**src/hdl/fcbs_pkg.sv**
```systemverilog
// ----------------------------------------------------------------------------
// fcbs_pkg
// Shared types and constants of the frustum culling unit.
// ----------------------------------------------------------------------------
package fcbs_pkg;

    localparam int PLANE_COUNT = 6;
    localparam int NORM_W      = 16;
    localparam int OFFS_W      = 16;
    localparam int NORM_FRAC   = 14;
    localparam int OFFS_LSB    = 48;
    localparam int CFG_IDX_W   = 3;
    localparam int CFG_DATA_W  = 64;

    typedef logic [PLANE_COUNT-1:0][CFG_DATA_W-1:0] t_plane_set;

    // load enables of the three stages ahead of the output register
    typedef struct packed {
        logic ld1;
        logic ld2;
        logic ld3;
    } t_pipe_ctl;

endpackage

```
**src/hdl/fcbs_dot.sv**
```systemverilog
// ----------------------------------------------------------------------------
// fcbs_dot
// Stages 2 and 3 for one plane: three products, then their sum and the bias.
// ----------------------------------------------------------------------------
module fcbs_dot #(
    parameter int COORD_WIDTH = 16
) (
    input  logic                           i_clk,
    input  fcbs_pkg::t_pipe_ctl            i_ctl,
    input  logic [fcbs_pkg::CFG_DATA_W-1:0] i_plane,
    input  logic signed [COORD_WIDTH-1:0]  i_pt [3],
    input  logic                           i_func,
    input  logic        [COORD_WIDTH-2:0]  i_radius,
    output logic signed [((COORD_WIDTH + fcbs_pkg::NORM_W > 30) ?
                          COORD_WIDTH + fcbs_pkg::NORM_W : 30) + 2:0] o_psum,
    output logic signed [((COORD_WIDTH + fcbs_pkg::NORM_W > 30) ?
                          COORD_WIDTH + fcbs_pkg::NORM_W : 30) + 2:0] o_bias
);

    localparam int PW    = COORD_WIDTH + fcbs_pkg::NORM_W;
    localparam int SUM_W = ((PW > 30) ? PW : 30) + 3;

    logic signed [PW-1:0]               n_prod [3];
    logic signed [PW-1:0]               r_prod [3];
    logic signed [fcbs_pkg::NORM_W-1:0] nrm [3];
    logic signed [fcbs_pkg::OFFS_W-1:0] offs;
    logic signed [SUM_W-1:0]            n_bias;
    logic signed [SUM_W-1:0]            r_bias2;
    logic signed [SUM_W-1:0]            r_bias3;
    logic signed [SUM_W-1:0]            r_psum;

    assign offs = i_plane[fcbs_pkg::OFFS_LSB +: fcbs_pkg::OFFS_W];

    always_comb begin
        for (int a = 0; a < 3; a++) begin
            nrm[a]    = i_plane[fcbs_pkg::NORM_W*a +: fcbs_pkg::NORM_W];
            n_prod[a] = PW'(nrm[a]) * PW'(i_pt[a]);
        end
        // offset and (sphere only) radius, both scaled to the Q.14 grid
        n_bias = (SUM_W'(offs) <<< fcbs_pkg::NORM_FRAC)
               + (i_func ? '0
                         : (SUM_W'({1'b0, i_radius}) <<< fcbs_pkg::NORM_FRAC));
    end

    always_ff @(posedge i_clk) begin
        if (i_ctl.ld2) begin
            r_prod  <= n_prod;
            r_bias2 <= n_bias;
        end
        if (i_ctl.ld3) begin
            r_psum  <= SUM_W'(r_prod[0]) + SUM_W'(r_prod[1]) + SUM_W'(r_prod[2]);
            r_bias3 <= r_bias2;
        end
    end

    assign o_psum = r_psum;
    assign o_bias = r_bias3;

endmodule

```
**config.mk**
```make
export PLATFORM = sky130hd
export DESIGN_NAME = fcbs_dot
export DESIGN_NICKNAME = d
export VERILOG_FILES = /design/src/hdl/fcbs_pkg.sv /design/src/hdl/fcbs_dot.sv
export SDC_FILE = /design/constraint.sdc
export NUM_CORES = 2
export LEC_CHECK = 0
export ABC_AREA = 1
export BUFFER_PORTS_ARGS = -buffer_cell sky130_fd_sc_hd__buf_2
export CAP_MARGIN = 15
export CORE_MARGIN = 1
export CORE_UTILIZATION = 55
export DETAILED_ROUTE_END_ITERATION = 8
export PLACE_DENSITY = 0.82
export SYNTH_ARGS = -nofsm -noshare
export SYNTH_HDL_FRONTEND = slang
export SYNTH_SLANG_ARGS = --single-unit
```
**constraint.sdc**
```tcl
create_clock -name i_clk -period 9.1 [get_ports i_clk]
set_input_delay 0 -clock i_clk [delete_from_list [all_inputs] [get_ports i_clk]]
set_output_delay 0 -clock i_clk [all_outputs]
set_load 0.02 [all_outputs]
```
# After elaboration in Yosys (flattened, before gate mapping)

Cells that the tools add are included.

Add/sub/neg operators: 3
Multipliers: 3
Mux-type cells: 1

Operators with widths:

| cell           | count |
|---|---|
| $mul 16x16->32 | 3 |
| $add 33x32->34 | 1 |
| $add 32x32->33 | 1 |
| $add 30x30->31 | 1 |
| $mux 29        | 1 |

Bits in registers: 201
Output and inout port bits: 70
Logic and storage cells: 13

# Longest topological paths before layout

Depth after elaboration: 2
Gate-level depth with buffers: 28
Depth with buffers taken out: 26

# Worst setup path after synthesis

Ideal clock, no wire load.

Kind: input-to-reg
Start point: input port i_pt[22] in the netlist's numbering
End point: register r_prod[63] in the netlist's numbering (data pin)
Setup time: 0.252 ns
Arrival: 4.995 ns
Slack: 3.853 ns
Stages on the path: 23
Buffers on the path: 2
Cell sequence: clkbuf_1 > clkbuf_1 > nand2_1 > fa_1 > inv_1 > fa_1 > inv_1 > fa_1 > fa_1 > fa_1 > fa_1 > inv_1 > ha_1 > nand2_1 > inv_1 > nand2_1 > nor3_1 > and2_1 > nand2_1 > inv_1 > nor2_1 > nand2_1 > nand2_1

RTL lines:

| item                 | RTL line       | text |
|---|---|---|
| from (decl)          | fcbs_dot.sv:11 | `input logic signed [COORD_WIDTH-1:0] i_pt [3],` |
| to (signal assigned) | fcbs_dot.sv:47 | `r_prod <= n_prod;` |
| to (decl)            | fcbs_dot.sv:24 | `logic signed [PW-1:0] r_prod [3];` |

==> results.yml <==
critical_path:
  worstPathRequired_ns: 9.29
  r2r_setup_slack_ns: 6.08
  path_max_fanout: 16
  r2r_start: "r_prod[65]$_DFFE_PP_"
  reg2reg_to: "o_psum[21]$_DFFE_PP_"
  startpoint: "i_pt[1]"
  path_class: "input port to flip-flop"
  cp-start-kind: "input port"
  r2r_cells: 14
  cp.arrival_ns: 5.53
  crit_end: "r_prod[27]$_DFFE_PP_"
  critPathCaptureType: "flip-flop"
synth:
  synth-simple-area-share_pct: 18.7
  synthFlopType: "edfxtp_1"
  synthAdderAreaFrac_pct: 48.7
  synthMuxAreaShare_pct: 0
  synth_enable_flop_cells: 164
  seq_area_frac_synth_pct: 11.9
  synth-warning-count: 0
  synth_xor_xnor_area_share_pct: 1.81
  synth-compound-area-share_pct: 2.85
  synthesis.area_um2: 41200
  async_flop_share_pct: 0
  synthCells: 5213
  ys_ff_latch: 164
  avgSynthCellArea_um2: 7.91
  synth_top_family_by_area: "adder cells"
  synth_cell_types: 36
clock_network:
  numClockSinks: 164
  clkLatencyLatePin_ns: 0.43
  cts-buffers-inserted: 17
  post_cts_buffers: 0
  cts_tree: "yes"
  clock_path_buffers: 2
  cts.clk_slew.worst_paths_ns: 0.07
  ctsHoldBuffers: 3
  h-tree-depth: 4
  cts-root-buf: "clkbuf_16"
  ctsResizeCount: 0
die:
  ioPinCount: 202
  dieHeight_um: 276
  core-area_um2: 74300
  die_area_um2: 76100
  rows: 100
  die_w_um: 276
  initial_core_util_pct: 55.5
cells_and_area:
  area_growth_pct: 5.02
  final_nets: 6489
  n_antenna_cell: 0
  fill_cells: 6460
  final_cell_mix: "inv_1, nand2_1, fa_1, ha_1, nor2_1"
  layout_commonest_cell: "inv_1"
  drive_above_1_share_pct: 6.14
timing:
  fin_crit_ns: 5.34
  fmax_ghz: 0.187
  worst_slew_pin_slew_ns: 0.951
  min_period_over_period_pct: 58.7
  maxSlewViolCount: 0
  rsz0062_at_grt: "no"
  finalSetupViolCount: 0
  fin_skew_ns: 0.0111
  slew_headroom_pct: 36.6
  tns_ns: 0
  hold_viol: 0
route:
  dr.pass1.iters: 5
  routed_via_density: 5.15
  drc: 0
  detail_route.wirelength_mm: 95.5
  routed-via-count: 32100
  wl_per_cell_um: 15.3
  drt_iter0_drc: 2289
  ant_nets: 0
status:
  status: "finished clean"
global_route:
  grt_pass1_wl_mm: 162
  grtUsageMet2_pct: 46.7
  use_met3_pct: 2.65
  grt_use_met1_pct: 35.1
  top_usage_layer: "met2"
  overflow: 0
  antenna_found_initial: 0
  grt_usage_pct: 26.5
  grt_max_degree: 81
  grt_pass1_vias: 34000
run:
  cap_violations: 0
placement:
  io_buffers: 186
  dp_hpwl_mm: 81.5
  gp_congestion: 0.951
hold_path:
  min_path_type: "input port to flip-flop"
[layer usage]
layer / vias to the layer above / part of all wire (%)
li1: 15000 / -
met2: 1202 / 50
met1: 15700 / 41
met3: 197 / 6.6
met4: 0 / 2.4
met5: - / 0
[layout make-up]
type,instances,area [um2],share of cell area [%]
clock buffers,17,425,0.982
well taps,969,1210,2.80
clock inverters,15,186,0.430
multi-input cells,3328,29800,68.8
flip-flops and latches,164,4920,11.4
repair buffers,191,991,2.29
inverters,1542,5790,13.4
[sequential cells by signal (all words and copies together) (netlist names)]
register,count
r_prod,96
o_psum,34
o_bias,17
r_bias2,17
[metrics by stage]
stage | instances | util, % | worst slack [ns] | hold WS [ns] | area (um2)
floorplan | 5226 | - | 3.85 | 0.112 | 41300
global placement | 6190 | 57.4 | 3.39 | 0.309 | 42600
detailed placement | 6190 | 57.4 | 3.31 | 0.324 | 42600
CTS | 6225 | 58.2 | 3.76 | 0.0432 | 43300
global route | 6226 | 58.3 | 3.38 | 0.0506 | 43300
finish | 6226 | 58.3 | 3.76 | 0.0526 | 43300
[worst min-delay path by stage]
stage,endpoint,slack [ns],depth (start not counted),from
2_1_floorplan,o_bias[14]$_DFFE_PP_,0.11,0,i_ctl[0]
3_3_place_gp,r_bias2[14]$_DFFE_PP_,0.31,2,i_plane[48]
3_5_place_dp,r_bias2[14]$_DFFE_PP_,0.32,2,i_plane[48]
4_1_cts,r_bias2[19]$_DFFE_PP_,0.04,1,i_ctl[1]
5_1_grt,r_bias2[19]$_DFFE_PP_,0.05,1,i_ctl[1]
6_report,r_bias2[19]$_DFFE_PP_,0.05,1,i_ctl[1]
[cell usage after synthesis, types with 5 or more instances]
master | n | area share, %
a21o_1 | 5 | 0.091
a21oi_1 | 125 | 1.5
and2_1 | 8 | 0.12
buf_4 | 19 | 0.35
clkbuf_1 | 171 | 1.6
edfxtp_1 | 164 | 12
fa_1 | 820 | 40
ha_1 | 293 | 8.9
inv_1 | 1521 | 14
inv_2 | 21 | 0.19
nand2_1 | 1412 | 13
nand2_2 | 27 | 0.41
nand3_1 | 140 | 1.7
nand4_1 | 42 | 0.64
nor2_1 | 189 | 1.7
nor2_2 | 26 | 0.39
nor3_1 | 25 | 0.30
nor3_2 | 5 | 0.12
o21ai_0 | 49 | 0.59
o21ai_1 | 5 | 0.061
o21bai_1 | 22 | 0.40
or2_2 | 15 | 0.23
xnor2_1 | 13 | 0.28
xor2_1 | 72 | 1.5
[kinds of logic (layout without fill, tap and decap cells)]
logic type / Yosys count / after routing
simple gates: 1900 / 1900
buf+inv: 1734 / 1765
fa+ha+maj: 1113 / 1113
compound gates: 216 / 216
flops: 164 / 164
xor+xnor: 85 / 85
other cells: 1 / 14
[worst max-delay path: stages]
cell,delay [ns]
buf_2,0.31
nand2_1,0.16
inv_1,0.15
fa_1,0.56
fa_1,0.94
fa_1,0.55
fa_1,0.51
fa_1,0.50
inv_1,0.05
fa_1,0.47
inv_1,0.04
ha_1,0.35
nand2_1,0.13
nor2_2,0.16
inv_2,0.06
nor3_1,0.23
nand3_1,0.15
nand4_1,0.09
nand2_1,0.07
Power is left out: the tool's default activity adds up to more than one toggle a clock period on the data nets, which glitch-free logic cannot reach.
