$ cat src/hdl/fcbs_pkg.sv
// ----------------------------------------------------------------------------
// fcbs_pkg
// Shared types and constants of the frustum culling unit.
// ----------------------------------------------------------------------------
package fcbs_pkg;

    localparam int PLANE_COUNT = 6;
    localparam int NORM_W      = 16;
    localparam int OFFS_W      = 16;
    localparam int NORM_FRAC   = 14;
    localparam int OFFS_LSB    = 48;
    localparam int CFG_IDX_W   = 3;
    localparam int CFG_DATA_W  = 64;

    typedef logic [PLANE_COUNT-1:0][CFG_DATA_W-1:0] t_plane_set;

    // load enables of the three stages ahead of the output register
    typedef struct packed {
        logic ld1;
        logic ld2;
        logic ld3;
    } t_pipe_ctl;

endpackage

$ cat src/hdl/fcbs_corner_sel.sv
// ----------------------------------------------------------------------------
// fcbs_corner_sel
// Stage 1: per plane, picks the test point (sphere center or positive corner).
// ----------------------------------------------------------------------------
module fcbs_corner_sel #(
    parameter int COORD_WIDTH = 16
) (
    input  logic                          i_clk,
    input  fcbs_pkg::t_pipe_ctl           i_ctl,
    input  fcbs_pkg::t_plane_set          i_planes,
    input  logic                          i_func,
    input  logic signed [COORD_WIDTH-1:0] i_mn [3],
    input  logic signed [COORD_WIDTH-1:0] i_mx [3],
    input  logic signed [COORD_WIDTH-1:0] i_ctr [3],
    input  logic        [COORD_WIDTH-2:0] i_radius,
    output logic signed [COORD_WIDTH-1:0] o_pt [fcbs_pkg::PLANE_COUNT][3],
    output logic                          o_func,
    output logic        [COORD_WIDTH-2:0] o_radius
);

    logic signed [COORD_WIDTH-1:0] n_pt [fcbs_pkg::PLANE_COUNT][3];
    logic signed [COORD_WIDTH-1:0] r_pt [fcbs_pkg::PLANE_COUNT][3];
    logic                          r_func;
    logic        [COORD_WIDTH-2:0] r_radius;

    always_comb begin
        for (int k = 0; k < fcbs_pkg::PLANE_COUNT; k++) begin
            for (int a = 0; a < 3; a++) begin
                if (!i_func) begin
                    n_pt[k][a] = i_ctr[a];
                end else if (i_planes[k][fcbs_pkg::NORM_W*a + fcbs_pkg::NORM_W-1]) begin
                    n_pt[k][a] = i_mn[a];
                end else begin
                    // zero component counts as non-negative
                    n_pt[k][a] = i_mx[a];
                end
            end
        end
    end

    always_ff @(posedge i_clk) begin
        if (i_ctl.ld1) begin
            r_pt     <= n_pt;
            r_func   <= i_func;
            r_radius <= i_radius;
        end
    end

    assign o_pt     = r_pt;
    assign o_func   = r_func;
    assign o_radius = r_radius;

endmodule

$ cat config.mk
export PLATFORM = sky130hd
export DESIGN_NAME = fcbs_corner_sel
export DESIGN_NICKNAME = d
export VERILOG_FILES = /design/src/hdl/fcbs_pkg.sv /design/src/hdl/fcbs_corner_sel.sv
export SDC_FILE = /design/constraint.sdc
export NUM_CORES = 1
export LEC_CHECK = 0
export ABC_AREA = 1
export BUFFER_PORTS_ARGS = -buffer_cell sky130_fd_sc_hd__buf_2
export CORE_AREA = 3 3 334 336
export DETAILED_ROUTE_END_ITERATION = 7
export DIE_AREA = 0 0 337 339
export PLACE_DENSITY_LB_ADDON = 0.15
export RECOVER_POWER = 50
export SYNTH_ARGS = -nofsm -noshare
export SYNTH_HDL_FRONTEND = slang
export SYNTH_SLANG_ARGS = --single-unit
export TNS_END_PERCENT = 1
$ cat constraint.sdc
create_clock -name i_clk -period 1.5 [get_ports i_clk]
set_input_delay 0.225 -clock i_clk [delete_from_list [all_inputs] [get_ports i_clk]]
set_output_delay 0.225 -clock i_clk [all_outputs]
set_load 0.03 [all_outputs]
# [Word-level counts from Yosys, hierarchy flattened]
# Index checks and enable logic that the tools add are counted.
[classes] n_addsub=0 mul=0 n_div=0 magnitude_cmp=0 eq_ne=0 shifts=0 mux=36 bitwise=0 n_reduce_logical=0
[ops] cell="two-way mux 16 bit" count=36
[word_totals] regBits=304 latch_bits=0 mem_bits_rw=0 rom_bits=0 out_inout_bits=304 mem_count=0

# [Depth between registers and ports, before layout]
# Gate-level depths: netlist of run 1.
[depth] depth_word=2 mapped_depth=6 depth_no_buf=4

# [Worst setup path before layout of run 1]
# Ideal clock, no wire load.
[synth_timing] path_kind="in2reg" startpoint="in i_planes[47] in the netlist's numbering" endpoint="reg r_pt, in the netlist o_pt[246] (data pin)" setup_time_ns=0.257 arrival_time_ns=0.850 t_required_ns=1.243 path_slack_ns=0.393 cell_stages=6 path_buffers=2 path_cell_list="buf_2 > inv_1 > buf_2 > nand2_1 > nand3_1 > nand2_1"
[synth_lines] item="from (decl)" line="fcbs_corner_sel.sv:10" source="input fcbs_pkg::t_plane_set i_planes,"
[synth_lines] item="to (signal assigned)" line="fcbs_corner_sel.sv:43" source="r_pt <= n_pt;"
[synth_lines] item="to (decl)" line="fcbs_corner_sel.sv:22" source="logic signed [COORD_WIDTH-1:0] r_pt [fcbs_pkg::PLANE_COUNT][3];"

==> results.tsv, run 1 <==
metric	value	unit
Final setup viols	27	
pre-CTS WS	0.1349	ns
Crit path arrival time	1.99	ns
CTS tree	done	
worst hold slack	0.06211	ns
CP Max Fanout	57	
Setup crit end	o_pt[107]	
largest family of logic cells by synthesized area	simple AND/OR/NAND/NOR gates	
drt drc	0	
Fmax	635.6	MHz
Crit. End Element	flop	
largest net degree at the start of global routing	58	
grt total ovfl	0	
first-pass GRT wire length	103600	um
I/O Pins	852	
XOR/XNOR Fraction of Synth Area	0	
syn_area_per_cell	8.772	um2
Clock transition at path regs	0.06	ns
peak supply drop	0.0005732	V
Die W	337	um
Vias	14205	
critical path type	in2reg	
synth warn	0	
layout cells sized above 1	0.2767	
GRT Total Usage	0.1241	
number of non-filler instances in the completed layout	3733	
Final min period	1.573	ns
Post-Synth Adder-Cell Area	0	
port buffer count	483	
Synth Cell Area	0.01500	mm2
nets	2836	
Worst Path Required	1.92	ns
P per Cell Area	1237	mW/mm2
CORE AREA	0.1089	mm2
# fillers	12133	
CTS root buf	clkbuf_16	
final number of max-transition violations	0	
GR Util met3	0.04814	
initial antenna violation count	8	
die area	0.1142	mm2
Worst-Margin Slew	1.424	ns
simple-gate share of the synthesized area	0.3310	
Setup TNS	-0.8370	ns
failing checks	setup timing	
First DRT Iteration DRCs	926	
register area share after synthesis	0.6086	
CTS max path bufs	3	
drt wl/cell	19.67	um
Critical Path Source Type	input port	
post-synthesis mux area share	0	
Final HPWL DP	55510	um
CP Launch Point	i_func	
# Post-CTS Setup Buffers	0	
vias in the first global route	14340	
hold_sp	i_ctr[5]	
max-cap violations	0	
H-Tree Depth	2	
area delta synth->final	43.87	%
Yosys reg bits	304	
min setup slack post-route	-0.07334	ns
RSZ-0062 raised after global routing	true	
post-route ant nets	0	
HP Class	in2reg	
Post-DP Area	0.01980	mm2
Num CTS Buffers	42	
placed insts	3619	
First-pass DRT Iterations	5	
final instance area	0.02158	mm2
synthesized instance count	1710	
Final period util	1.049	
GR met1 Demand/Resource	0.1669	
Pleak	0.01013	uW
Synth cell types	12	
routability cong.	0.7891	
post-synthesis compound-gate area fraction	0	
Initial Util	0.1378	
busiest grt layer	met2	
drt total wl	73410	um
CTS Sinks	304	
Via density	3.805	
grt met2 use	0.1831	
outcome	finished, violations left	
die height	339	um
max_slew headroom	0.05079	
Final Hold Fails	0	
Rows	121	
Syn Nets	2258	
==> cell type report <==
cell class / instances / area, um2 / share of cell area
sequential: 304 / 9129 / 0.4230
antenna: 2 / 5.005 / 0.0002319
timing repair buffer: 625 / 3920 / 0.1816
clock buffer: 52 / 1110 / 0.05142
multi-input combinational: 1200 / 4932 / 0.2285
tap: 1414 / 1769 / 0.08198
clock inverter: 21 / 284.0 / 0.01316
inverter: 115 / 432.9 / 0.02006
==> Yosys cell counts (all sizes together) <==
library cell,count,area (um2)
nand2,912,3523
nand3,288,1441
buf,86,456.7
clkbuf,5,18.77
edfxtp,304,9129
inv,115,431.7
==> how the worst min path moves through the flow <==
stage                               to  slack, ns  cells after the start
after CTS                    o_pt[202]      0.001                      3
after global placement    o_radius[14]       0.41                      1
after global routing          o_pt[53]       0.04                      3
after floorplan                 o_func       0.32                      0
final                         o_pt[53]       0.06                      3
after detailed placement  o_radius[13]       0.40                      1
==> state kept, by name (all words and copies together), names as in the netlist <==
register,flops
o_func,1
o_radius,15
o_pt,288
==> repair_timing <==
item / 4_1_cts / 5_1_grt
pin swaps: 0 / 0
endpoints found under the setup margin: 39 / 30
hold buffers: 39 / 0
gates resized for setup: 70 / 12
endpoints found under the hold margin: 149 / 0
==> placed cells by master, fill, tap and decap left out, types with 12 or more instances in the layout <==
| cell type | netlist | final |
|---|---|---|
| buf_2 | 80 | 430 |
| nand2_1 | 892 | 897 |
| nand3_1 | 288 | 288 |
| buf_12 | 0 | 12 |
| inv_1 | 114 | 114 |
| buf_6 | 4 | 36 |
| clkbuf_1 | 5 | 26 |
| dlygate4sd3_1 | 0 | 39 |
| clkbuf_16 | 0 | 43 |
| buf_4 | 1 | 76 |
| edfxtp_1 | 304 | 304 |
==> worst max-delay path: stages <==
cell and delay (ns):
buf_8 0.10, clkbuf_2 1.01, buf_12 0.30, nand3_1 0.11, nand2_1 0.14
==> per-layer routing <==
layer  vias to the layer above  wire length (um)
li1                       6727                 -
met4                         8              1930
met5                         -                55
met1                      6741             33570
met2                       623             30550
met3                       106              7309
==> power breakdown <==
group | total [uW] | switching [uW] | internal (uW) | leakage (uW)
Clock | 10400 | 3990 | 6420 | 0.000673
Combinational | 5530 | 3980 | 1550 | 0.00649
Sequential | 10700 | 383 | 10400 | 0.00297
==> cells by family after synthesis <==
logic type	Yosys count
buffers and inverters	206
DFF	304
and+or+nand+nor	1200
==> per-stage QoR <==
stage               power [uW]    util
floorplan                13830       -
global placement         16410  0.1819
detailed placement       16360  0.1819
CTS                      27330  0.2002
global route             28030  0.1982
finish                   26690  0.1983
(Power assumes the default switching activity.)
==> run 2: changes to the inputs <==
Settings changed: CORE_AREA 3 3 334 336 to 3 3 330 332, CTS_CLUSTER_DIAMETER set to 100, DIE_AREA 0 0 337 339 to 0 0 333 335.
Clock period 1.5 ns to 1.4 ns, I/O delays scaled along.
==> run 2 against run 1 <==
Net effect: sequential power is 9% higher; the run still ends with setup timing left; clock power hardly changed; via count is 1.0% higher.
==> results.tsv, run 2 (synthesized netlist as in run 1, its figures left out) <==
metric	value	unit	change
outcome	finished, violations left		unchanged
failing checks	setup timing		unchanged
drt drc	0		unchanged
Slowest cell on crit path	edfxtp_1		was clkbuf_2
Rows	120		was 121
layout cells sized above 1	0.2748		was 0.2767
RSZ-0062 raised after global routing	true		unchanged
initial antenna violation count	6		was 8
min setup slack post-route	-0.1493	ns	was -0.07334 ns
critical path type	reg2out		was in2reg
most frequent cells in the layout	903 x nand2_1, 304 x edfxtp_1, 288 x nand3_1		was 897 x nand2_1, 430 x buf_2, 304 x edfxtp_1
Final setup viols	141		was 27
Hold Path Sink	o_pt[149]		was o_pt[53]
CP Max Fanout	1		was 57
# Post-CTS Setup Buffers	0		unchanged
CTS root buf	clkbuf_16		unchanged
max layer used	met5		unchanged
CORE AREA	0.1066	mm2	was 0.1089 mm2
GRT Total Usage	0.1296		was 0.1241
Fmax	645.4	MHz	
H-Tree Depth	2		unchanged
nets	2849		was 2836
drt wl/cell	19.93	um	was 19.67 um
CTS tree	done		unchanged
Final min period	1.549	ns	
Crit path arrival time	1.34	ns	was 1.99 ns
First-pass DRT Iterations	5		unchanged
worst hold slack	0.05487	ns	was 0.06211 ns
CTS max path bufs	3		unchanged
Worst Path Buf+Inv	1		was 3
largest net degree at the start of global routing	55		was 58
post-route ant nets	0		unchanged
routed metal-1 wire length	32520	um	was 33570 um
HP Class	in2reg		unchanged
cell depth of the worst hold path	3		unchanged
commonest non-fill, non-tap cell in the layout	nand2_1		unchanged
P per Cell Area	1248	mW/mm2	was 1237 mW/mm2
port buffer count	483		unchanged
peak supply drop	0.0006972	V	was 0.0005732 V
Worst-Margin Slew	1.092	ns	was 1.424 ns
die height	335	um	was 339 um
CTS Sinks	304		unchanged
I/O Pins	852		unchanged
Final Hold Fails	0		unchanged
grt total ovfl	0		unchanged
Crit. End Element	primary output		was flop
First DRT Iteration DRCs	850		was 926
hold_sp	i_ctr[5]		unchanged
area delta synth->final	55.53	%	was 43.87%
Worst Path Required	1.19	ns	was 1.92 ns
met2 wire length	32330	um	was 30550 um
die area	0.1116	mm2	was 0.1142 mm2
Layout Utilization	0.2189		was 0.1983
Vias	14353		was 14.21k
routability cong.	0.8222		was 0.7891
max reg flops	288		unchanged
max-cap violations	0		unchanged
Die W	333	um	was 337 um
Final HPWL DP	57300	um	was 55510 um
Worst path max stage delay	0.55	ns	was 1.01 ns
first-pass GRT wire length	105300	um	was 103600 um
Via density	3.842		was 3.805
Final period util	1.107		
Num CTS Buffers	41		was 42
Clock transition at path regs	0.05	ns	was 0.06 ns
Initial Util	0.1407		was 0.1378
met3 wire length	7745	um	was 7309 um
Stages on worst setup path	1		was 5
CP top delay family	flip-flops		was buffers and inverters
drt total wl	74460	um	was 73410 um
Pleak	0.01073	uW	was 0.01013 uW
Critical Path Source Type	flop		was input port
final number of max-transition violations	0		unchanged
max_slew headroom	0.2717		was 0.05079
CP Cell Sequence	buf_6		was buf_8, clkbuf_2, buf_12, nand3_1, nand2_1
vias in the first global route	14481		was 14.34k
[run 2: changes by cell type in the layout (fill, tap and decap cells not counted), moves of 5 or more]
| cell | change |
|---|---|
| buf_12 | +14 |
| buf_2 | -241 |
| buf_4 | -7 |
| buf_6 | +244 |
| clkbuf_2 | -5 |
| dlygate4sd3_1 | +11 |
| nand2_1 | +6 |
[run 2: report_power, final]
| part | switching (uW) | total [uW] | internal [uW] |
|---|---|---|---|
| combinational | 4280 | 6800 | 2520 |
| clock | 4210 | 10600 | 6400 |
| sequential | 581 | 11700 | 11100 |
[run 2: worst max-delay path by stage]
stage | from | to | slack, ns
final | o_radius[9] | o_radius[9] | -0.15
after detailed placement | i_func | o_pt[281] | 0.04
after global placement | i_func | o_pt[281] | 0.06
after global routing | o_radius[9] | o_radius[9] | -0.19
after CTS | o_radius[9] | o_radius[9] | -0.24
after floorplan | i_planes[47] | o_pt[246] | 0.31
[run 2: stage by stage]
| stage | cells | setup TNS [ns] | area (um2) | total power [uW] | setup WS (ns) |
|---|---|---|---|---|---|
| final | 3736 | -5.648 | 23330 | 29110 | -0.1493 |
| after global routing | 3734 | -21.59 | 23320 | 30520 | -0.1945 |
| after CTS | 3732 | -10.01 | 23490 | 29770 | -0.2424 |
| after detailed placement | 3611 | 0 | 19920 | 17600 | 0.04175 |
| after global placement | 3611 | 0 | 19920 | 17630 | 0.06320 |
| after floorplan | 1710 | 0 | 15000 | 14820 | 0.3084 |
[run 2: repair_timing]
action | CTS | global route
hold endpoints to repair | 187 | 0
endpoints found under the setup margin | 284 | 276
hold buffers | 50 | 0
resized for setup | 557 | 8
[run 2: per-layer routing]
layer	vias to the layer above	GRT usage
li1	6763	-
met1	6802	0.1693
met2	683	0.1986
met3	103	0.05022
met4	2	0.03577
met5	-	0
[run 2: cell type report]
class / instances / area (um2)
diodes: 4 / 10.01
clock buffers: 46 / 1066
clock inverters: 25 / 275.3
fillers: 11763 / 83270
inverters: 115 / 434.2
multi-input cells: 1200 / 4897
flip-flops and latches: 304 / 9129
well taps: 1403 / 1755
repair buffers: 639 / 5763
