==> config.mk <==
export PLATFORM = sky130hd
export DESIGN_NAME = fcbs_plane_regs_flat
export DESIGN_NICKNAME = d
export VERILOG_FILES = /design/src/hdl/fcbs_pkg.sv /design/src/hdl/fcbs_if.sv /design/src/hdl/fcbs_plane_regs.sv /design/src/flat_wrapper.sv
export SDC_FILE = /design/constraint.sdc
export NUM_CORES = 1
export LEC_CHECK = 0
export ABC_AREA = 1
export BUFFER_PORTS_ARGS = -buffer_cell sky130_fd_sc_hd__buf_2
export CORE_UTILIZATION = 50
export DETAILED_ROUTE_END_ITERATION = 8
export PLACE_DENSITY = 0.83
export SLEW_MARGIN = 25
export SYNTH_ARGS = -nofsm -noshare
export SYNTH_HDL_FRONTEND = slang
export SYNTH_SLANG_ARGS = --single-unit
==> constraint.sdc <==
create_clock -name i_clk -period 3.6 [get_ports i_clk]
set_clock_uncertainty 0.2 [all_clocks]
set_input_delay 0.72 -clock i_clk [delete_from_list [all_inputs] [get_ports i_clk]]
set_output_delay 0.72 -clock i_clk [all_outputs]
set_load 0.05 [all_outputs]
==> src/hdl/fcbs_pkg.sv <==
// ----------------------------------------------------------------------------
// fcbs_pkg
// Shared types and constants of the frustum culling unit.
// ----------------------------------------------------------------------------
package fcbs_pkg;

    localparam int PLANE_COUNT = 6;
    localparam int NORM_W      = 16;
    localparam int OFFS_W      = 16;
    localparam int NORM_FRAC   = 14;
    localparam int OFFS_LSB    = 48;
    localparam int CFG_IDX_W   = 3;
    localparam int CFG_DATA_W  = 64;

    typedef logic [PLANE_COUNT-1:0][CFG_DATA_W-1:0] t_plane_set;

    // load enables of the three stages ahead of the output register
    typedef struct packed {
        logic ld1;
        logic ld2;
        logic ld3;
    } t_pipe_ctl;

endpackage

==> src/hdl/fcbs_if.sv <==


interface fcbs_cfg_if;
    logic                           valid;
    logic                           ready;
    logic [fcbs_pkg::CFG_IDX_W-1:0]  index;
    logic [fcbs_pkg::CFG_DATA_W-1:0] data;

    modport source (output valid, index, data, input ready);
    modport sink (input valid, index, data, output ready);
endinterface

==> src/hdl/fcbs_plane_regs.sv <==
// ----------------------------------------------------------------------------
// fcbs_plane_regs
// The six plane registers, written through the configuration channel.
// ----------------------------------------------------------------------------
module fcbs_plane_regs (
    input  logic                  i_clk,
    input  logic                  i_rst_n,
    fcbs_cfg_if.sink              i_cfg,
    output fcbs_pkg::t_plane_set  o_planes
);

    fcbs_pkg::t_plane_set r_planes;

    assign i_cfg.ready = 1'b1;
    assign o_planes    = r_planes;

    always_ff @(posedge i_clk) begin
        if (!i_rst_n) begin
            r_planes <= '0;
        end else if (i_cfg.valid) begin
            // out-of-range index is dropped
            for (int k = 0; k < fcbs_pkg::PLANE_COUNT; k++) begin
                if (i_cfg.index == fcbs_pkg::CFG_IDX_W'(k)) begin
                    r_planes[k] <= i_cfg.data;
                end
            end
        end
    end

endmodule

==> src/flat_wrapper.sv <==
// flat-port wrapper written by rule: the top's interface ports become plain ports
module fcbs_plane_regs_flat 
  (i_clk, i_rst_n, o_planes, i_cfg_valid, i_cfg_index, i_cfg_data, i_cfg_ready);
  fcbs_cfg_if i_cfg_i ();
  input  logic i_clk;
  input  logic i_rst_n;
  output fcbs_pkg::t_plane_set o_planes;
  input wire logic [$bits(i_cfg_i.valid)-1:0] i_cfg_valid;
  input wire logic [$bits(i_cfg_i.index)-1:0] i_cfg_index;
  input wire logic [$bits(i_cfg_i.data)-1:0] i_cfg_data;
  output wire logic [$bits(i_cfg_i.ready)-1:0] i_cfg_ready;
  assign i_cfg_i.valid = i_cfg_valid;
  assign i_cfg_i.index = i_cfg_index;
  assign i_cfg_i.data = i_cfg_data;
  assign i_cfg_ready = i_cfg_i.ready;
  fcbs_plane_regs u_core (.i_clk(i_clk), .i_rst_n(i_rst_n), .i_cfg(i_cfg_i), .o_planes(o_planes));
endmodule
; Word-level counts from Yosys, hierarchy flattened
; Cells that the tools add are included.
[totals]
register_bits = 384
elab_cells = 18
ram_bits = 0
mem_bits_ro = 0
inputBits = 70
n_memories = 0
latchBits = 0
out_inout_bits = 385
[classes]
shifts = 0
n_reduce_logical = 7
eq_ne = 5
mul = 0
magnitude_cmp = 0
add_sub_neg = 0
div_mod_pow = 0
n_bitwise = 0
n_mux = 0
[op_table]
columns = operator, n
row1 = $reduce_and A2 Y1, 6
row2 = $eq A3 B2 Y1 const B, 2
row3 = $eq A3 B3 Y1 const B, 2
row4 = $eq A3 B1 Y1 const B, 1
row5 = $logic_not A3 Y1, 1

; Logic depth before layout (Yosys ltp)
; Gate-level depths: netlist of the first run.
[depth]
word_depth = 2
mapped_depth = 7
mapped_depth_nobuf = 5

; Least setup slack after synthesis of the first run
; Ideal clock, no wire load.
[synth_path]
path_type = input to register
start = in i_cfg_index[1]
end = reg u_core.r_planes, in the netlist u_core.o_planes[310]
setup_ns = 0.114
arrival_time_ns = 1.478
path_slack_ns = 1.808
path_buffers = 2
t_required_ns = 3.286
path_stages = 6
path_cell_list = nor2_1 buf_2 buf_1 nand3_1 nand2_1 nor2_1
[synth_between]
elab_chain_cells = 2
[synth_lines]
columns = item, line_no
row1 = "start, declared", flat_wrapper.sv:9  ; input wire logic [$bits(i_cfg_i.index)-1:0] i_cfg_index;
row2 = $eq A3 B3 Y1, fcbs_plane_regs.sv:23  ; if (i_cfg.index == fcbs_pkg::CFG_IDX_W'(k)) begin
row3 = $reduce_and A2 Y1 (no line), --
row4 = "end signal, assigned by index", fcbs_plane_regs.sv:24  ; r_planes[k] <= i_cfg.data;
row5 = "end, declared", fcbs_plane_regs.sv:12  ; fcbs_pkg::t_plane_set r_planes;
; Every way passes these cells.
; A chain may end at the register's enable or synchronous reset.

; Worst setup path after layout of the first run
[layout_path]
start = in i_cfg_index[2]
end = reg u_core.r_planes, in the netlist u_core.o_planes[340]
; The elaborated chain is that of the path after synthesis.

==> flow_summary.json, run 1 <==
{
  "run_status": "completed",
  "start_util_pct": 50.99,
  "peakVddDrop_mv": 0.3685,
  "clkLatencyLatePin_ps": 510,
  "ys_seq_area_share_pct": 50.73,
  "slowest_delay_ps": 570,
  "crit_type": "in -> reg",
  "drt_iter0_drc": 1477,
  "n_antenna_cell": 0,
  "layout_commonest_cell": "nor2_1",
  "powerDensity_mw_per_mm2": 533.5,
  "cts-htree-levels": 2,
  "cp.required_ps": 3800,
  "cts_setup_buffers": 0,
  "clkSlewWorstSetupHoldPaths_ps": 60,
  "layout_common_cells": "768 x nor2_1, 452 x buf_2, 389 x nand2_1, 384 x nand3_1, 384 x dfxtp_1",
  "finalInstanceArea_mm2": 0.01873,
  "cts_root_buffer": "clkbuf_16",
  "numCtsBuffers": 41,
  "place_hpwl_mm": 32.12,
  "yosysUniqueCellTypes": 15,
  "cap_viol_max_count": 0,
  "cp_top_family": "buffers and inverters",
  "crit_path_cell_trace": "buf_2 -> nand2_1 -> inv_4 -> buf_4 -> nand3_1 -> nand2_1 -> nor2_1",
  "start_kind": "input port",
  "setup_viol": 0,
  "crit_top_cell": "nand2_1",
  "first_pass_iters": 6,
  "largest_reg_flops": 384,
  "clkPwrFrac_pct": 40.4,
  "syn_avg_cell_area_um2": 6.986,
  "antenna_left": 0,
  "dieHeight_um": 176.1,
  "ios": 455,
  "grt_max_degree": 129,
  "dr_total_vias": 15770,
  "portBuffers": 453,
  "globalplace.congestion": 0.8744,
  "holdBufCountCts": 0,
  "power_frac_seq_pct": 44.9,
  "drc": 0,
  "synthCells": 2169,
  "hold_path.class": "reg -> reg",
  "rsz0062_at_grt": "false",
  "intPower_uw": 7105,
  "power.total_uw": 9991,
  "comb_power_share_pct": 14.7,
  "die_x_um": 176.1,
  "yosys_warnings": 0,
  "ys_ff_latch": 384,
  "cts_resized": 0,
  "cts_tree": "built",
  "arrival_ps": 2320,
  "tightest_slew_ps": 827.8,
  "wire_per_inst_um": 16.92,
  "hold_viol": 0,
  "grt_pass1_wl_mm": 76.02,
  "grt_usage_pct": 30.81,
  "cts_sinks": 384,
  "viasPerCell": 5.348,
  "first_global_vias": 13920,
  "nets": 2600,
  "fmax_mhz": 473.4,
  "syn_nets": 2239,
  "core_area_mm2": 0.02972,
  "rows": 63,
  "endpoint_kind": "register",
  "slew_headroom_pct": 44.68,
  "period_minus_slack_ps": 2113,
  "antenna_found_initial": 0,
  "p_sw_share_pct": 28.89,
  "cp_max_fo": 57,
  "syn_to_final_growth_pct": 23.59,
  "grt.overflow.total": 0,
  "report.final.slew_viol_count": 0,
  "syn_area_mm2": 0.01515,
  "fin_crit_sh_pct": 58.68,
  "dpl-instance-area_mm2": 0.01745,
  "cp_slowest_cell": "inv_4",
  "dieArea_mm2": 0.03101,
  "n_fill_cell": 2642,
  "drive_above_1_share_pct": 21.70,
  "cts_buffer_depth": 3,
  "finalWirelength_mm": 49.88,
  "switching_power_uw": 2887,
  "tns_ps": 0,
  "cp_num_buf_inv": 3,
  "power.leakage_uw": 0.009300
}
## area by class of cell
type | count | area (um2) | area share (%)
Clock buffer | 62 | 1205 | 6.434
Clock inverter | 9 | 77.57 | 0.4142
Inverter | 70 | 265.3 | 1.416
Multi-Input combinational cell | 1553 | 6387 | 34.11
Sequential cell | 384 | 7687 | 41.05
Tap cell | 390 | 488.0 | 2.606
Timing Repair Buffer | 480 | 2618 | 13.98
## layer usage
layer / track usage [%] / vias to the layer above / wire length (um)
li1: - / 7451 / -
met1: 38.88 / 7162 / 18710
met2: 49.16 / 968 / 22950
met3: 5.512 / 186 / 5120
met4: 18.44 / 0 / 3101
met5: 0 / - / 0
## per-stage QoR
| stage | setup slack (ps) | hold WS [ps] | utilization, % | cells |
|---|---|---|---|---|
| 2_1_floorplan | 1808 | 499.7 | - | 2169 |
| 3_3_place_gp | 991.5 | 255.8 | 58.70 | 2877 |
| 3_5_place_dp | 984.0 | 266.6 | 58.70 | 2877 |
| 4_1_cts | 1464 | 279.2 | 63.02 | 2948 |
| 5_1_grt | 1424 | 289.0 | 63.02 | 2948 |
| 6_report | 1487 | 277.8 | 63.02 | 2948 |
## synthesized netlist by cell type
| master | number | area share, % |
|---|---|---|
| nor2_1 | 771 | 19 |
| nand2_1 | 389 | 9.6 |
| dfxtp_1 | 384 | 51 |
| nand3_1 | 384 | 13 |
| buf_2 | 101 | 3.3 |
| inv_1 | 67 | 1.7 |
| clkbuf_1 | 29 | 0.72 |
| buf_1 | 13 | 0.32 |
| buf_6 | 10 | 0.74 |
| buf_4 | 9 | 0.45 |
| nor2_4 | 6 | 0.45 |
| inv_2 | 3 | 0.074 |
| conb_1 | 1 | 0.025 |
| nand2_2 | 1 | 0.041 |
| nor2_2 | 1 | 0.041 |
## power groups by stage
stage / clock, uW / sequential, uW / combinational, uW
after detailed placement: 0 / 4570 / 1450
after CTS: 4070 / 4480 / 1460
after floorplan: 0 / 5080 / 564
final: 4040 / 4480 / 1470
after global routing: 4250 / 4490 / 1560
after global placement: 0 / 4570 / 1430
## tightest hold or removal path, stage by stage, from the launching register on
cell and delay (ps):
dfxtp_1 320, nor2_1 40, nor2_1 80
## worst paths after layout
path	start	end	slack (ps)	cells after the start
hold / removal	u_core.o_planes[78]	u_core.o_planes[78]	280	2
hold reg to reg	u_core.o_planes[78]	u_core.o_planes[78]	280	2
setup reg to reg	u_core.o_planes[245]	u_core.o_planes[245]	2760	2
setup / recovery	i_cfg_index[2]	u_core.o_planes[340]	1490	7
## logic make-up after synthesis
| family | synth area share, % |
|---|---|
| buf+inv | 7.299 |
| flops | 50.73 |
| other cells | 0.02475 |
| simple gates | 41.95 |
No activity file was read; power rests on OpenSTA's default activity.
==> inputs of run 2 (changes only) <==
--- a/config.mk
+++ b/config.mk
@@ -7,9 +7,9 @@
 export LEC_CHECK = 0
 export ABC_AREA = 1
 export BUFFER_PORTS_ARGS = -buffer_cell sky130_fd_sc_hd__buf_2
-export CORE_UTILIZATION = 50
+export CORE_UTILIZATION = 47
 export DETAILED_ROUTE_END_ITERATION = 8
-export PLACE_DENSITY = 0.83
+export PLACE_DENSITY = 0.82
 export SLEW_MARGIN = 25
 export SYNTH_ARGS = -nofsm -noshare
 export SYNTH_HDL_FRONTEND = slang
==> constraint.sdc (replaced) <==
create_clock -name i_clk -period 1.9 [get_ports i_clk]
set_clock_uncertainty 0.2 [all_clocks]
set_input_delay 0.38 -clock i_clk [delete_from_list [all_inputs] [get_ports i_clk]]
set_output_delay 0.38 -clock i_clk [all_outputs]
set_load 0.05 [all_outputs]
==> flow_summary.json, run 2 (same netlist as run 1, synthesis figures left out) <==
{
  "grt_max_degree": 85,
  "drc": 0,
  "grt_pass1_wl_mm": 75.46,
  "wl_met2_mm": 22.66,
  "cp_slowest_cell": "dfxtp_1",
  "finalInstanceArea_mm2": 0.01926,
  "grt.overflow.total": 0,
  "crit_path_cell_trace": "buf_2",
  "arrival_ps": 1190,
  "first_pass_iters": 7,
  "cts_setup_buffers": 0,
  "cp_max_fo": 2,
  "utilization_pct": 60.88,
  "crit_start": "u_core.o_planes[121]",
  "setup_viol": 0,
  "antenna_found_initial": 2,
  "place_hpwl_mm": 32.07,
  "holdBufCountCts": 0,
  "numCtsBuffers": 41,
  "start_kind": "register",
  "crit_type": "reg -> out",
  "met1_length_mm": 18.65,
  "tns_ps": 0,
  "cap_viol_max_count": 0,
  "finalWirelength_mm": 48.41,
  "cts_sinks": 384,
  "hold_viol": 0,
  "fmax_mhz": 566.1,
  "period_minus_slack_ps": 1767,
  "hold_path.class": "in -> reg",
  "hold_start": "i_rst_n",
  "layout_common_cells": "768 x nor2_1, 452 x buf_2, 389 x nand2_1, 384 x nand3_1, 384 x dfxtp_1",
  "powerDensity_mw_per_mm2": 1004,
  "rows": 65,
  "cts_root_buffer": "clkbuf_16",
  "seqCellArea_mm2": 0.007687,
  "report.final.slew_viol_count": 0,
  "dp.cells": 2917,
  "drive_above_1_share_pct": 22.73,
  "cts-htree-levels": 2,
  "final_cell_count_no_fill": 2991,
  "cts_resized": 0,
  "cts_buffer_depth": 3,
  "clkSlewWorstSetupHoldPaths_ps": 60,
  "clkLatencyLatePin_ps": 510,
  "fin_crit_sh_pct": 92.98,
  "ios": 455,
  "largest_reg_flops": 384,
  "rsz0062_at_grt": "false",
  "dieHeight_um": 181.6,
  "multi_input_area_mm2": 0.006387,
  "nets": 2628,
  "endpoint_kind": "primary output",
  "start_util_pct": 47.90,
  "viasPerCell": 5.267,
  "power.leakage_uw": 0.009540,
  "dpl-instance-area_mm2": 0.01790,
  "drt_iter0_drc": 1372,
  "run_status": "completed",
  "dr_wl_met3_mm": 4.458,
  "core_area_mm2": 0.03164,
  "reg2reg_from": "u_core.o_planes[276]",
  "globalplace.congestion": 0.8832,
  "cts_tree": "built",
  "slowest_delay_ps": 390,
  "syn_to_final_growth_pct": 27.10,
  "first_global_vias": 14620,
  "cp_num_buf_inv": 1,
  "grt_usage_pct": 28.39,
  "dr_total_vias": 15760,
  "cp.required_ps": 1320,
  "die_x_um": 181.6,
  "dieArea_mm2": 0.03296,
  "n_fill_cell": 2838,
  "peakVddDrop_mv": 0.5927,
  "layout_commonest_cell": "nor2_1",
  "wire_per_inst_um": 16.19,
  "cp_top_family": "flip-flops",
  "antenna_left": 0,
  "highest_layer": "met4",
  "portBuffers": 453
}
-- run 2: cell count changes in the layout (fill, tap and decap cells not counted) --
cell	before	now
clkbuf_8	10	12
clkinvlp_4	0	1
clkbuf_1	11	7
diode_2	0	2
buf_12	11	29
buf_4	16	26
clkinv_2	6	7
bufinv_16	1	3
inv_6	1	0
-- run 2: layout make-up --
cell class / instances / area share (%)
Antenna cell: 2 / 0.02599
Clock buffer: 60 / 6.321
Clock inverter: 12 / 0.7341
Inverter: 70 / 1.377
Multi-Input combinational cell: 1553 / 33.16
Sequential cell: 384 / 39.91
Tap cell: 402 / 2.612
Timing Repair Buffer: 508 / 15.85
-- run 2: through the flow --
step	setup slack, ps	total power (uW)	hold slack [ps]
6_report	133.4	19330	83.76
5_1_grt	116.3	19990	88.48
4_1_cts	136.2	19400	55.06
3_5_place_dp	108.6	11490	266.1
3_3_place_gp	176.3	11440	254.9
2_1_floorplan	447.8	10690	442.7
-- run 2: worst paths after layout --
| check | endpoint | slack [ps] | cells past startpoint |
|---|---|---|---|
| hold / removal | u_core.o_planes[128] | 80 | 3 |
| setup reg to reg | u_core.o_planes[276] | 1080 | 2 |
| setup / recovery | o_planes[121] | 130 | 1 |
| hold reg to reg | u_core.o_planes[230] | 270 | 2 |
-- run 2: power by group --
group	leakage (uW)	internal [uW]	switching (uW)	total, uW
clock	0.000674	4840	3150	7980
sequential	0.00312	8340	154	8490
combinational	0.00575	700	2160	2860
-- run 2: layer usage --
metal  global-route usage (%)  vias to the layer above
met1                    34.40                     7214
met3                    5.475                      177
li1                         -                     7498
met5                        0                        -
met2                    46.72                      866
met4                    17.22                        0
==> inputs of run 3 (changes only) <==
--- a/config.mk
+++ b/config.mk
@@ -9,7 +9,9 @@
 export BUFFER_PORTS_ARGS = -buffer_cell sky130_fd_sc_hd__buf_2
 export CORE_UTILIZATION = 47
 export DETAILED_ROUTE_END_ITERATION = 8
+export GPL_TIMING_DRIVEN = 0
 export PLACE_DENSITY = 0.82
+export REMOVE_ABC_BUFFERS = 1
 export SLEW_MARGIN = 25
 export SYNTH_ARGS = -nofsm -noshare
 export SYNTH_HDL_FRONTEND = slang
==> flow_summary.json, run 3 (same netlist as run 1, synthesis figures left out) <==
{
  "portBuffers": 453,
  "dieHeight_um": 181.6,
  "ff2ff_path_depth": 2,
  "globalplace.congestion": 0.8215,
  "setup_viol": 0,
  "arrival_ps": 1210,
  "grt_max_degree": 133,
  "tightest_slew_ps": 730.6,
  "cap_viol_max_count": 0,
  "antenna_found_initial": 2,
  "drt_iter0_drc": 1186,
  "dieArea_mm2": 0.03296,
  "cp_top_family": "flip-flops",
  "nets": 2619,
  "dpl-instance-area_mm2": 0.01828,
  "report.final.slew_viol_count": 0,
  "cp_slowest_cell": "dfxtp_1",
  "drive_above_1_share_pct": 22.40,
  "rsz0062_at_grt": "false",
  "rows": 65,
  "cts_sinks": 384,
  "cp_num_buf_inv": 1,
  "hold_viol": 0,
  "cts_root_buffer": "clkbuf_16",
  "final_cell_count_no_fill": 2980,
  "cp_max_fo": 2,
  "run_status": "completed",
  "finalWirelength_mm": 48.34,
  "place_hpwl_mm": 32.29,
  "dp.cells": 2906,
  "hold_path.class": "in -> reg",
  "core_area_mm2": 0.03164,
  "cts_buffer_depth": 3,
  "numCtsBuffers": 40,
  "layout_commonest_cell": "nor2_1",
  "setup_slack_ps": 113.0,
  "dr_total_vias": 15620,
  "cts_tree": "built",
  "holdBufCountCts": 0,
  "syn_to_final_growth_pct": 29.49,
  "fin_crit_sh_pct": 94.05,
  "slowest_delay_ps": 350,
  "crit_path_cell_trace": "buf_2",
  "start_util_pct": 47.90,
  "hold_ws_ps": 53.21,
  "clkSlewWorstSetupHoldPaths_ps": 60,
  "powerDensity_mw_per_mm2": 979.1,
  "ios": 455,
  "grt.overflow.total": 0,
  "grt_pass1_wl_mm": 75.60,
  "peakVddDrop_mv": 0.6501,
  "fmax_mhz": 559.6,
  "tns_ps": 0,
  "start_kind": "register",
  "cts-htree-levels": 2,
  "crit_type": "reg -> out",
  "die_x_um": 181.6,
  "period_minus_slack_ps": 1787,
  "min_path_cells": 5,
  "slew_headroom_pct": 51.18,
  "path_depth": 1,
  "wire_per_inst_um": 16.22,
  "power.leakage_uw": 0.009646,
  "cp.required_ps": 1320,
  "finalInstanceArea_mm2": 0.01962,
  "antenna_left": 0,
  "grt_usage_pct": 28.45,
  "n_fill_cell": 2727,
  "first_pass_iters": 6,
  "clkLatencyLatePin_ps": 520,
  "viasPerCell": 5.243,
  "endpoint_kind": "primary output",
  "largest_reg_flops": 384,
  "first_global_vias": 14350,
  "drc": 0,
  "layout_common_cells": "768 x nor2_1, 452 x buf_2, 389 x nand2_1, 384 x nand3_1, 384 x dfxtp_1",
  "dpl_worst_slack_ps": -482.5
}
==> run 3: cell types whose count changed in the layout (fill, tap and decap cells not counted) <==
| cell | change |
|---|---|
| buf_16 | +36 |
| bufinv_16 | -2 |
| clkbuf_8 | +1 |
| inv_2 | -1 |
| clkinv_2 | -3 |
| buf_12 | -20 |
| inv_6 | +3 |
| clkinv_4 | -1 |
| buf_4 | -24 |
==> run 3: where the power goes <==
group | internal [uW] | total [uW] | switching, uW
clock network | 4590 | 7800 | 3210
registers | 8340 | 8470 | 139
logic | 769 | 2940 | 2170
==> run 3: cell type report <==
| class | instances | area [um2] | area share, % |
|---|---|---|---|
| flip-flops and latches | 384 | 7687 | 39.18 |
| clock inverters | 8 | 75.07 | 0.3826 |
| inverters | 70 | 270.3 | 1.377 |
| repair buffers | 500 | 3463 | 17.65 |
| clock buffers | 61 | 1231 | 6.274 |
| well taps | 402 | 503.0 | 2.563 |
| diodes | 2 | 5.005 | 0.02551 |
| multi-input cells | 1553 | 6387 | 32.55 |
==> run 3: path summary, 6_finish.rpt <==
kind	from	to	slack (ps)
worst max-delay path	u_core.o_planes[154]	o_planes[154]	110
worst min-delay path	i_cfg_data[0]	u_core.o_planes[64]	50
worst max register to register	u_core.o_planes[355]	u_core.o_planes[355]	1020
worst min register to register	u_core.o_planes[238]	u_core.o_planes[238]	280
==> run 3: what timing repair did <==
action | 4_1_cts | 5_1_grt
setup endpoints to repair | 0 | 49
buffers inserted | 0 | 3
resized for setup | 0 | 0
==> run 3: per-stage QoR <==
step | total power, uW | util [%]
floorplan | 10540 | -
global placement | 11490 | 53.99
detailed placement | 11550 | 57.77
CTS | 19270 | 61.90
global route | 19840 | 62.02
finish | 19210 | 62.02
==> run 3: per-layer routing <==
| layer | global-route usage (%) | vias up | part of all wire (%) |
|---|---|---|---|
| met5 | 0 | - | 0 |
| met2 | 48.00 | 832 | 47 |
| met3 | 6.679 | 171 | 10 |
| met4 | 15.80 | 0 | 5.6 |
| met1 | 33.29 | 7122 | 37 |
| li1 | - | 7498 | - |
